--- src/design/sbfr_pkg.sv ---
// sbfr_pkg: shared types and constants for the serial bit frame receiver.
// Used by the decoder, the result queue, the top level and the checker.
package sbfr_pkg;

    localparam int SENDER_W = 22;
    localparam int LEN_W    = 32;
    localparam int BYTE_W   = 8;
    localparam int LEFT_W   = 31;

    localparam logic KIND_BYTE = 1'b0;
    localparam logic KIND_ACK  = 1'b1;

    typedef struct packed {
        logic                kind;
        logic [BYTE_W-1:0]   data;
        logic [SENDER_W-1:0] target;
        logic                last;
    } result_t;

endpackage

--- src/design/sbfr_decoder.sv ---
// sbfr_decoder: frame state machine; consumes one bit per step and emits
// zero, one or two results. Depends on sbfr_pkg.
module sbfr_decoder
    import sbfr_pkg::*;
#(
    parameter int HEADER_WORD_BITS = 32
)
(
    input  logic                clk,
    input  logic                rst_n,
    input  logic                step,
    input  logic                bit_value,
    input  logic [SENDER_W-1:0] sender_id,
    output logic [1:0]          res_cnt,
    output result_t             res0,
    output result_t             res1
);

    localparam int WC_W = $clog2(HEADER_WORD_BITS);

    typedef enum logic [1:0] {
        PH_SENDER  = 2'd0,
        PH_LENGTH  = 2'd1,
        PH_PAYLOAD = 2'd2
    } phase_t;

    phase_t              phase_reg, phase_next;
    logic [BYTE_W-1:0]   byte_shift_reg, byte_shift_next;
    logic [2:0]          bit_count_reg, bit_count_next;
    logic [WC_W-1:0]     word_count_reg, word_count_next;
    logic [LEN_W-1:0]    length_word_reg, length_word_next;
    logic [LEFT_W-1:0]   bytes_left_reg, bytes_left_next;

    logic                wc_done;
    logic [LEN_W-1:0]    len_shift;
    logic                len_zero;
    logic [LEFT_W-1:0]   left_dec;
    logic [BYTE_W-1:0]   byte_in;

    assign wc_done   = (word_count_reg == WC_W'(HEADER_WORD_BITS - 1));
    assign len_shift = {length_word_reg[LEN_W-2:0], bit_value};
    assign len_zero  = len_shift[LEN_W-1] || (len_shift[LEN_W-2:0] == '0);
    assign left_dec  = bytes_left_reg - LEFT_W'(1);
    assign byte_in   = {byte_shift_reg[BYTE_W-2:0], bit_value};

    always_comb
    begin
        phase_next       = phase_reg;
        byte_shift_next  = byte_shift_reg;
        bit_count_next   = bit_count_reg;
        word_count_next  = word_count_reg;
        length_word_next = length_word_reg;
        bytes_left_next  = bytes_left_reg;
        res_cnt          = 2'd0;
        res0             = '0;
        res1             = '0;

        if (step)
        begin
            case (phase_reg)
                PH_LENGTH:
                begin
                    if (wc_done)
                    begin
                        word_count_next  = '0;
                        byte_shift_next  = '0;
                        bit_count_next   = '0;
                        length_word_next = '0;
                        if (len_zero)
                        begin
                            phase_next  = PH_SENDER;
                            res_cnt     = 2'd1;
                            res0.kind   = KIND_ACK;
                            res0.target = sender_id;
                            res0.last   = 1'b1;
                        end
                        else
                        begin
                            bytes_left_next = len_shift[LEFT_W-1:0];
                            phase_next      = PH_PAYLOAD;
                        end
                    end
                    else
                    begin
                        word_count_next  = word_count_reg + WC_W'(1);
                        length_word_next = len_shift;
                    end
                end
                PH_PAYLOAD:
                begin
                    if (bit_count_reg == 3'd7)
                    begin
                        byte_shift_next = '0;
                        bit_count_next  = '0;
                        bytes_left_next = left_dec;
                        res0.kind       = KIND_BYTE;
                        res0.data       = byte_in;
                        if (left_dec == '0)
                        begin
                            phase_next  = PH_SENDER;
                            res_cnt     = 2'd2;
                            res1.kind   = KIND_ACK;
                            res1.target = sender_id;
                            res1.last   = 1'b1;
                        end
                        else
                        begin
                            res_cnt   = 2'd1;
                            res0.last = 1'b1;
                        end
                    end
                    else
                    begin
                        bit_count_next  = bit_count_reg + 3'd1;
                        byte_shift_next = byte_in;
                    end
                end
                default:
                begin
                    if (wc_done)
                    begin
                        word_count_next  = '0;
                        byte_shift_next  = '0;
                        bit_count_next   = '0;
                        length_word_next = '0;
                        phase_next       = PH_LENGTH;
                    end
                    else
                    begin
                        word_count_next = word_count_reg + WC_W'(1);
                        phase_next      = PH_SENDER;
                    end
                end
            endcase
        end
    end

    always_ff @(posedge clk or negedge rst_n)
    begin
        if (!rst_n)
        begin
            phase_reg       <= PH_SENDER;
            byte_shift_reg  <= '0;
            bit_count_reg   <= '0;
            word_count_reg  <= '0;
            length_word_reg <= '0;
            bytes_left_reg  <= '0;
        end
        else
        begin
            phase_reg       <= phase_next;
            byte_shift_reg  <= byte_shift_next;
            bit_count_reg   <= bit_count_next;
            word_count_reg  <= word_count_next;
            length_word_reg <= length_word_next;
            bytes_left_reg  <= bytes_left_next;
        end
    end

endmodule

--- src/design/sbfr_result_fifo.sv ---
// sbfr_result_fifo: four-entry result queue, up to two pushes and one pop
// per cycle. Depends on sbfr_pkg.
module sbfr_result_fifo
    import sbfr_pkg::*;
(
    input  logic       clk,
    input  logic       rst_n,
    input  logic [1:0] push_cnt,
    input  result_t    push0,
    input  result_t    push1,
    output logic       has_room2,
    output logic       head_valid,
    input  logic       head_pop,
    output result_t    head
);

    localparam int DEPTH = 4;
    localparam int PTR_W = $clog2(DEPTH);
    localparam int CNT_W = PTR_W + 1;

    result_t          mem [DEPTH];
    logic [PTR_W-1:0] wr_ptr_reg, rd_ptr_reg;
    logic [CNT_W-1:0] count_reg, count_next;
    logic             pop;

    assign head_valid = (count_reg != '0);
    assign has_room2  = (count_reg <= CNT_W'(DEPTH - 2));
    assign pop        = head_valid && head_pop;
    assign head       = mem[rd_ptr_reg];
    assign count_next = count_reg + CNT_W'(push_cnt) - CNT_W'(pop);

    always_ff @(posedge clk)
    begin
        if (push_cnt != 2'd0)
        begin
            mem[wr_ptr_reg] <= push0;
        end
        if (push_cnt == 2'd2)
        begin
            mem[wr_ptr_reg + PTR_W'(1)] <= push1;
        end
    end

    always_ff @(posedge clk or negedge rst_n)
    begin
        if (!rst_n)
        begin
            wr_ptr_reg <= '0;
            rd_ptr_reg <= '0;
            count_reg  <= '0;
        end
        else
        begin
            wr_ptr_reg <= wr_ptr_reg + PTR_W'(push_cnt);
            rd_ptr_reg <= rd_ptr_reg + PTR_W'(pop);
            count_reg  <= count_next;
        end
    end

endmodule

--- src/design/serial_bit_frame_receiver_top.sv ---
// serial_bit_frame_receiver_top: bit-serial, length-prefixed frame receiver.
// Depends on sbfr_pkg, sbfr_decoder and sbfr_result_fifo.
//
// One bit beat is taken every cycle while the input is not stalled. Each beat
// is held in an input register and decoded once the queue has room for two
// results; its results (a payload byte, an acknowledge, or a byte followed by
// an acknowledge) land in a four-entry output queue and leave one beat per
// cycle while out_ready is high. A frame is a HEADER_WORD_BITS sender word,
// a HEADER_WORD_BITS length word (bit 31 set means zero) and that many bytes.
// Input stalls only when the queue cannot take two more results.
module serial_bit_frame_receiver_top
    import sbfr_pkg::*;
#(
    parameter int HEADER_WORD_BITS = 32
)
(
    input  logic                clk,
    input  logic                rst_n,
    input  logic                in_valid,
    output logic                in_ready,
    input  logic                bit_value,
    input  logic [SENDER_W-1:0] sender_id,
    output logic                out_valid,
    input  logic                out_ready,
    output logic                result_kind,
    output logic [BYTE_W-1:0]   data_byte,
    output logic [SENDER_W-1:0] ack_target,
    output logic                last_of_run
);

    logic                in_full_reg;
    logic                bit_reg;
    logic [SENDER_W-1:0] sender_reg;
    logic                step;
    logic                has_room2;
    logic [1:0]          res_cnt;
    result_t             res0, res1, head;

    assign step     = in_full_reg && has_room2;
    assign in_ready = !in_full_reg || step;

    always_ff @(posedge clk or negedge rst_n)
    begin
        if (!rst_n)
        begin
            in_full_reg <= 1'b0;
        end
        else if (in_ready)
        begin
            in_full_reg <= in_valid;
        end
    end

    always_ff @(posedge clk)
    begin
        if (in_valid && in_ready)
        begin
            bit_reg    <= bit_value;
            sender_reg <= sender_id;
        end
    end

    sbfr_decoder #(
        .HEADER_WORD_BITS(HEADER_WORD_BITS)
    ) u_decoder (
        .clk       (clk),
        .rst_n     (rst_n),
        .step      (step),
        .bit_value (bit_reg),
        .sender_id (sender_reg),
        .res_cnt   (res_cnt),
        .res0      (res0),
        .res1      (res1)
    );

    sbfr_result_fifo u_fifo (
        .clk        (clk),
        .rst_n      (rst_n),
        .push_cnt   (res_cnt),
        .push0      (res0),
        .push1      (res1),
        .has_room2  (has_room2),
        .head_valid (out_valid),
        .head_pop   (out_ready),
        .head       (head)
    );

    assign result_kind = head.kind;
    assign data_byte   = head.data;
    assign ack_target  = head.target;
    assign last_of_run = head.last;

endmodule

--- config.mk ---
export PLATFORM = sky130hd
export DESIGN_NAME = serial_bit_frame_receiver_top
export DESIGN_NICKNAME = d
export VERILOG_FILES = /design/src/design/sbfr_pkg.sv /design/src/design/sbfr_decoder.sv /design/src/design/sbfr_result_fifo.sv /design/src/design/serial_bit_frame_receiver_top.sv
export SDC_FILE = /design/constraint.sdc
export NUM_CORES = 1
export LEC_CHECK = 0
export BUFFER_PORTS_ARGS = -buffer_cell sky130_fd_sc_hd__buf_2
export CAP_MARGIN = 15
export CORE_MARGIN = 8
export CORE_UTILIZATION = 45
export CTS_CLUSTER_DIAMETER = 60
export CTS_CLUSTER_SIZE = 40
export DETAILED_ROUTE_END_ITERATION = 16
export MAX_ROUTING_LAYER = met4
export PLACE_DENSITY = 0.7
export SYNTH_ARGS = -nofsm -noshare
export SYNTH_HDL_FRONTEND = slang
export SYNTH_HIERARCHICAL = 1
export SYNTH_SLANG_ARGS = --single-unit
--- constraint.sdc ---
create_clock -name clk -period 5.7 [get_ports clk]
set_clock_uncertainty 0.15 [all_clocks]
set_input_delay 0.855 -clock clk [delete_from_list [all_inputs] [get_ports clk]]
set_output_delay 0.855 -clock clk [all_outputs]
set_load 0.02 [all_outputs]
Yosys cells after proc, flatten, opt, wreduce, memory -nomap -nowiden. Memory sizes are Yosys's and may differ from the RTL's. Index checks and enable logic that the tools add are counted. W data, S select, Z words.

Bitwise logic cells: 1. Reduce and logical (&&, ||, !) cells: 18. Magnitude comparators: 1. $add $sub $neg: 8. Multiplexer cells: 50. Equal/unequal tests: 9.

Operators with widths (count): $mux W31 (5); $mux W23 (6); $pmux W31 S2 (2); $logic_not A31 Y1 (2); $mux W32 (1); $sub A31 B1 Y31 const B (1); $mux W22 (1); $mux W7 (3); $mux W2 (8); $mux W8 (2); $mux W1 (14); $mux W3 (3); $pmux W2 S2 (2); $reduce_bool A2 Y1 (4); $ne A2 B1 Y1 const B (3); $add A5 B1 Y5 const B (1); $eq A5 B5 Y1 const B (1); $mux W5 (1); $reduce_and A5 Y1 (1); $eq A2 B2 Y1 const B (2); $pmux W1 S2 (2); $reduce_and A2 Y1 (2); $reduce_and A4 Y1 (1); $add A3 B1 Y3 const B (1); other kinds (15) (18).

Word-level logic and storage cells: 100. Register bits: 110. Memories kept: 1. Output and inout port bits: 34. Input bits: 27. Bits in writable memories: 128.

Memory list: u_fifo.mem (depth 4, width 32, rd ports 1, clocked after memory_dff 0, write ports 2, line sbfr_result_fifo.sv:21) `result_t mem [DEPTH];`.

Longest topological paths before layout. Gate-level depths: netlist of run 1.

Depth in word-level cells: 9. Mapped depth: 18. Gate-level depth less buffers: 14.

Cells and area by module. The synthesis of run 1 kept the hierarchy.

Modules (own cells, without submodules): sbfr_result_fifo (instances 1, area each 6769.0 µm², sequential area each 4018.9 µm², cells an instance 351); sbfr_decoder (instances 1, area each 4744.6 µm², sequential area each 1976.9 µm², cells an instance 527); serial_bit_frame_receiver_top (instances 1, area each 750.7 µm², sequential area each 715.7 µm², cells an instance 28).

Least setup slack after synthesis of run 1. Ideal clock, no wire load.

Kind: register to register. From: register u_decoder.bytes_left_reg[2]. To: memory u_fifo/mem[0][0] (netlist bit), enable pin. Slack: -0.149 ns. Period minus slack after synthesis: 5.849 ns. Required time: 5.080 ns. Data arrival time: 5.230 ns. Stages on the path, launching flop included: 13. Cells stage by stage: dfrtp_1 > clkbuf_1 > or4_1 > clkbuf_1 > nor3_1 > nor4_1 > o21a_2 > nor2_1 > o211ai_1 > a211oi_1 > buf_4 > nor2_1 > o31ai_1.

RTL lines: start: declaration (line sbfr_decoder.sv:32) `logic [LEFT_W-1:0] bytes_left_reg, bytes_left_next;`; start signal: assignment (line sbfr_decoder.sv:156) `bytes_left_reg <= bytes_left_next;`; end: declaration (line sbfr_result_fifo.sv:21).

==> flow_metrics.env, run 1 <==
export IMPL_fmax_mhz=201
export IMPL_crit_path_end_kind="register"
export IMPL_numPortBuffers=60
export IMPL_drv_cap=0
export IMPL_synth_flop_cell="edfxtp_1"
export IMPL_clk_pin_slew_ns=0.07
export IMPL_async_flop_share_pct=36.6
export IMPL_drive_gt1_share_pct=30.3
export IMPL_worst_pin_slew_ns=1.08
export IMPL_p_clk_share_pct=32.9
export IMPL_switching_share_pct=33.1
export IMPL_gp_congestion=0.891
export IMPL_cts_sinks=238
export IMPL_io_pins=61
export IMPL_m1WireLength_um=11200
export IMPL_hold_viol_final=0
export IMPL_grtUsageTotal_pct=15.8
export IMPL_cts_root_buf="clkbuf_16"
export IMPL_syn_inst=906
export IMPL_synth_cell_area_sq_um=12300
export IMPL_worstPathArrival_ns=5.07
export IMPL_status="finished, final reports clean"
export IMPL_largest_reg_flops=128
export IMPL_ir_worst_vdd_uv=283
export IMPL_dr_wl_met2_um=12800
export IMPL_cts_resized=0
export IMPL_pwr_density_cell_nw_per_um2=358
export IMPL_synth_seq_cells=238
export IMPL_post_drt_wl_per_cell_um=19.7
export IMPL_wl_met3_um=1080
export IMPL_top_layer="met4"
export IMPL_p_leak_nw=5.70
export IMPL_grt_pass1_wl_um=41400
export IMPL_drt_pass1_iterations=5
export IMPL_power_total_mw=4.89
export IMPL_vias=7496
export IMPL_cts_made_buffers=23
export IMPL_worstPathRequired_ns=5.79
export IMPL_hp_class="input port to asynchronous set/reset pin"
export IMPL_clk_path_buf_depth=3
export IMPL_finalCriticalPeriod_ns=4.98
export IMPL_utilization_pct=50.9
export IMPL_antenna_left=0
export IMPL_die_w_um=181
export IMPL_cp_max_fo=18
export IMPL_coreArea_sq_um=26900
export IMPL_post_route_period_util_pct=87.3
export IMPL_fin_setup_tns_ns=0
export IMPL_rsz0062_at_grt="no"
export IMPL_via_per_inst=5.76
export IMPL_overflow=0
export IMPL_yosysSeqAreaShare_pct=54.7
export IMPL_n_antenna_cell=0
export IMPL_critPathKind="register to register"
export IMPL_grt_start_max_net_pins=83
export IMPL_drc=0
export IMPL_h_tree_depth=1
export IMPL_cts_tree="built"
export IMPL_p_switching_mw=1.62
export IMPL_synth_edf_count=151
export IMPL_area_growth_pct=11.5
export IMPL_grt_pass1_vias=7713
export IMPL_syn_avg_cell_area_sq_um=13.5
export IMPL_yosys_warnings=6
export IMPL_yosys_top_cells_count="edfxtp_1, dfrtp_1, mux2_2"
export IMPL_rows=60
export IMPL_dieArea_sq_um=32800
export IMPL_internal_power_mw=3.27
export IMPL_drt_initial_drc_count=458
export IMPL_clock_latency_ns=0.54
export IMPL_routed_wl_um=25600
export IMPL_post_cts_setup_buffers=0
export IMPL_antenna_found_initial=0
export IMPL_netlist_area_leader_share_pct=37.0
export IMPL_yosysTopAreaCell="edfxtp_1"
export IMPL_final_nets=983
export IMPL_start_util_pct=45.6
export IMPL_combPwrFrac_pct=25.1
export IMPL_cts_hold_buf=0
export IMPL_die_y_um=181
export IMPL_synth_most_common_cell="edfxtp_1"
export IMPL_nFillCells=2253
export IMPL_slew_headroom_pct=27.5
export IMPL_synth_area_leaders="edfxtp_1, dfrtp_1, mux2_2, mux4_2, mux2_4"
export IMPL_setup_viol=0
export IMPL_dpl_hpwl_um=16100
export IMPL_maxSlewViolCount=0
export IMPL_start_kind="register"
export IMPL_seqPwrFrac_pct=42.0
export IMPL_yosysUniqueCellTypes=68
==> power by group through the flow <==
stage	sequential (mW)	clock (mW)	combinational, mW
2_1_floorplan	2.02	0	1.00
6_report	2.06	1.61	1.23
5_1_grt	2.08	1.71	1.35
3_5_place_dp	2.09	0	1.22
3_3_place_gp	2.09	0	1.20
4_1_cts	2.06	1.65	1.22
==> layer usage <==
layer	track usage [%]	vias up
li1	-	3566
met1	19.5	3754
met2	26.8	140
met3	2.57	36
met4	3.84	0
met5	-	-
==> cell type report <==
cell class	count	area [sq um]	area share, %
sequential	238	6710	49.1
clock inverter	17	224	1.64
inverter	13	48.8	0.357
tap	341	427	3.12
clock buffer	25	583	4.26
timing repair buffer	79	508	3.72
multi-input combinational	589	5170	37.8
==> cells by family (layout without fill, tap and decap cells) <==
logic type | after synthesis | in the layout | synth area share (%)
AOI/OAI and AO/OA | 169 | 169 | 9.31
xor gates and xnor gates | 12 | 12 | 0.857
adders and majority gates | 12 | 12 | 1.29
buffers and inverters | 86 | 134 | 4.09
DFF | 238 | 238 | 54.7
muxes | 168 | 168 | 19.2
other | 1 | 8 | 0.0306
and+or+nand+nor | 220 | 220 | 10.5
==> critical path, cell delays in order (launching register included) <==
cell and delay (ns):
dfrtp_1 0.47, or4_1 0.65, nor3_1 0.51, nor4_1 0.14, o21a_2 0.23, nor2_1 0.27
o211ai_1 0.17, a211oi_2 0.96, mux2i_1 0.36, nor2b_4 0.54, buf_12 0.25
==> metrics by stage <==
step | setup WS (ns) | std cells | hold slack (ns) | area [sq um]
2_1_floorplan | 0.785 | 913 | 0.292 | 12300
3_3_place_gp | 0.818 | 1260 | 0.312 | 12900
3_5_place_dp | 0.746 | 1260 | 0.320 | 12900
4_1_cts | 0.780 | 1302 | 0.0866 | 13700
5_1_grt | 0.477 | 1302 | 0.105 | 13700
6_report | 0.724 | 1302 | 0.0955 | 13700
==> final timing paths <==
path,startpoint,to,slack [ns],cells past startpoint
setup / recovery,u_decoder/bytes_left_reg[2],u_fifo/mem[3][24],0.72,10
hold / removal,rst_n,u_decoder/bytes_left_reg[18],0.1,1
setup reg to reg,u_decoder/bytes_left_reg[2],u_fifo/mem[3][24],0.72,10
hold reg to reg,u_decoder/word_count_reg[3],u_decoder/word_count_reg[3],0.34,1
max in group asynchronous,rst_n,u_fifo/rd_ptr_reg[0],4.19,2
min in group clk,sender_id[9],sender_reg[9],0.33,1
==> placed cells by master, fill, tap and decap left out, types with 5 or more instances in the layout <==
| master | instances |
|---|---|
| a21oi_1 | 44 |
| a22o_1 | 38 |
| a31oi_1 | 5 |
| and2_1 | 53 |
| buf_12 | 5 |
| buf_2 | 59 |
| buf_4 | 15 |
| clkbuf_16 | 23 |
| conb_1 | 8 |
| dfrtp_1 | 86 |
| edfxtp_1 | 151 |
| ha_1 | 10 |
| inv_1 | 13 |
| inv_8 | 6 |
| mux2_1 | 21 |
| mux2_2 | 80 |
| mux2_4 | 30 |
| mux2i_1 | 5 |
| mux4_2 | 32 |
| nand2_1 | 40 |
| nand3_1 | 12 |
| nand4_1 | 12 |
| nor2_1 | 25 |
| nor3_1 | 18 |
| nor4_1 | 15 |
| o21ai_0 | 33 |
| o22a_1 | 6 |
| o22ai_1 | 7 |
| or3_1 | 9 |
| xnor2_1 | 9 |
(Power assumes the default switching activity.)
==> run 2: changes to the inputs <==
==> constraint.sdc (replaced) <==
create_clock -name clk -period 5.7 [get_ports clk]
set_clock_uncertainty 0.15 [all_clocks]
set_input_delay 0.57 -clock clk [delete_from_list [all_inputs] [get_ports clk]]
set_output_delay 0.57 -clock clk [all_outputs]
set_load 0.02 [all_outputs]
==> run 2 against run 1 <==
Count of clock-buffer cells in the layout unchanged. Sequential cell count unchanged. Clock power hardly changed. Global-route usage did not move. Largest cell class unchanged. Sequential share of layout area about the same. Wire length hardly changed. Utilization about the same.
==> flow_metrics.env, run 2 (synthesis gave the netlist of run 1 again) <==
export IMPL_pwr_density_cell_nw_per_um2=358
export IMPL_drive_gt1_share_pct=30.2
export IMPL_reg2reg_depth=10
export IMPL_rows=60
export IMPL_area_growth_pct=11.6
export IMPL_antenna_left=0
export IMPL_cts_sinks=238
export IMPL_layout_commonest_cell="edfxtp_1"
export IMPL_die_y_um=181
export IMPL_post_place_ws_ns=0.746
export IMPL_start_util_pct=45.6
export IMPL_endpoint="u_fifo/mem[3][24]"
export IMPL_crit_path_cell_trace="or4_1, nor3_1, nor4_1, o21a_2, nor2_1, o211ai_1, a211oi_2, mux2i_1, nor2b_4, buf_12"
export IMPL_dpl_hpwl_um=16100
export IMPL_numPortBuffers=60
export IMPL_grt_pass1_wl_um=41400
export IMPL_finalCriticalPeriod_ns=4.97
export IMPL_worst_pin_slew_ns=1.08
export IMPL_cp_max_fo=18
export IMPL_ir_worst_vdd_uv=283
export IMPL_h_tree_depth=1
export IMPL_layout_common_cells="edfxtp_1, dfrtp_1, mux2_2"
export IMPL_post_route_period_util_pct=87.2
export IMPL_largest_reg_flops=128
export IMPL_dieArea_sq_um=32800
export IMPL_r2r_end="u_fifo/mem[3][24]"
export IMPL_final_nets=984
export IMPL_setup_viol=0
export IMPL_cts_made_buffers=23
export IMPL_cp_top_family="simple AND/OR/NAND/NOR gates"
export IMPL_grt_pass1_vias=7713
export IMPL_p_leak_nw=5.70
export IMPL_fin_setup_tns_ns=0
export IMPL_crit_cells=10
export IMPL_cts_resized=0
export IMPL_grt_start_max_net_pins=83
export IMPL_hold_viol_final=0
export IMPL_clk_path_buf_depth=3
export IMPL_crit_buf_inv=1
export IMPL_routed_wl_um=25600
export IMPL_gp_congestion=0.891
export IMPL_fmax_mhz=201
export IMPL_drt_initial_drc_count=399
export IMPL_coreArea_sq_um=26900
export IMPL_grtUsageTotal_pct=15.8
export IMPL_cts_tree="built"
export IMPL_n_antenna_cell=0
export IMPL_r2r_start="u_decoder/bytes_left_reg[2]"
export IMPL_fin_ws_ns=0.730
export IMPL_startpoint="u_decoder/bytes_left_reg[2]"
export IMPL_worstPathArrival_ns=5.06
export IMPL_drv_cap=0
export IMPL_clk_pin_slew_ns=0.08
export IMPL_clock_latency_ns=0.54
export IMPL_maxSlewViolCount=0
export IMPL_post_drt_wl_per_cell_um=19.6
export IMPL_worstPathRequired_ns=5.79
export IMPL_overflow=0
export IMPL_via_per_inst=5.76
export IMPL_io_pins=61
export IMPL_cts_root_buf="clkbuf_16"
export IMPL_slew_headroom_pct=27.8
export IMPL_antenna_found_initial=0
export IMPL_critPathKind="register to register"
export IMPL_utilization_pct=50.9
export IMPL_status="finished, final reports clean"
export IMPL_hp_class="input port to register"
export IMPL_drc=0
export IMPL_slowest_delay_ns=0.96
export IMPL_drt_pass1_iterations=7
export IMPL_start_kind="register"
export IMPL_rrSetupSlack_ns=0.73
export IMPL_die_w_um=181
export IMPL_crit_slowest_cell="a211oi_2"
export IMPL_rsz0062_at_grt="no"
export IMPL_vias=7506
export IMPL_crit_path_end_kind="register"
export IMPL_dpl_cell_count=1260
export IMPL_final_cells=1303
-- run 2: cell count changes in the layout (fill, tap and decap cells not counted), sizes merged --
cell         before  now
dlygate4sd3       0    1
-- run 2: layer usage --
metal	part of all wire (%)	wire, um	track usage [%]
met1	44	11200	19.5
met2	50	12800	26.8
met3	4.1	1040	2.57
met4	2.1	531	3.84
met5	0	0	-
-- run 2: power breakdown --
group / total (mW) / leakage [nW] / switching, mW / internal, mW
Clock: 1.61 / 0.381 / 0.737 / 0.875
Sequential: 2.06 / 2.86 / 0.124 / 1.93
Combinational: 1.23 / 2.46 / 0.763 / 0.465
Total: 4.90 / 5.70 / 1.62 / 3.27
-- run 2: how the worst min path moves through the flow --
stage | slack, ns | cells past startpoint | startpoint | endpoint
4_1_cts | 0.02 | 1 | sender_id[0] | sender_reg[0]
5_1_grt | 0.02 | 1 | sender_id[11] | sender_reg[11]
3_5_place_dp | 0.32 | 2 | u_decoder/word_count_reg[4] | u_decoder/word_count_reg[4]
6_report | 0.05 | 1 | sender_id[9] | sender_reg[9]
2_1_floorplan | 0.12 | 0 | rst_n | in_full_reg
3_3_place_gp | 0.31 | 1 | u_decoder/word_count_reg[3] | u_decoder/word_count_reg[3]
-- run 2: per-stage QoR --
stage	hold WS, ns	power [mW]	cell area [sq um]
2_1_floorplan	0.124	3.02	12300
3_3_place_gp	0.312	3.29	12900
3_5_place_dp	0.320	3.31	12900
4_1_cts	0.0233	4.93	13700
5_1_grt	0.0194	5.14	13700
6_report	0.0494	4.90	13700
-- run 2: worst reg2reg max path, stage by stage, from the launching register on --
cell      delay (ns)
dfrtp_1         0.47
or4_1           0.65
nor3_1          0.51
nor4_1          0.14
o21a_2          0.23
nor2_1          0.27
o211ai_1        0.17
a211oi_2        0.96
mux2i_1         0.36
nor2b_4         0.54
buf_12          0.25
-- run 2: layout make-up --
class                           count  area, sq um
Clock inverter                     17          224
Sequential cell                   238         6710
Multi-Input combinational cell    589         5170
Inverter                           13         48.8
Tap cell                          341          427
Clock buffer                       25          583
Timing Repair Buffer               80          518
Fill cell                        2252        13200
-- run 2: timing repair --
item,CTS,global route
setup buffers,0,0
hold buffers,1,0
hold endpoints to repair,25,0
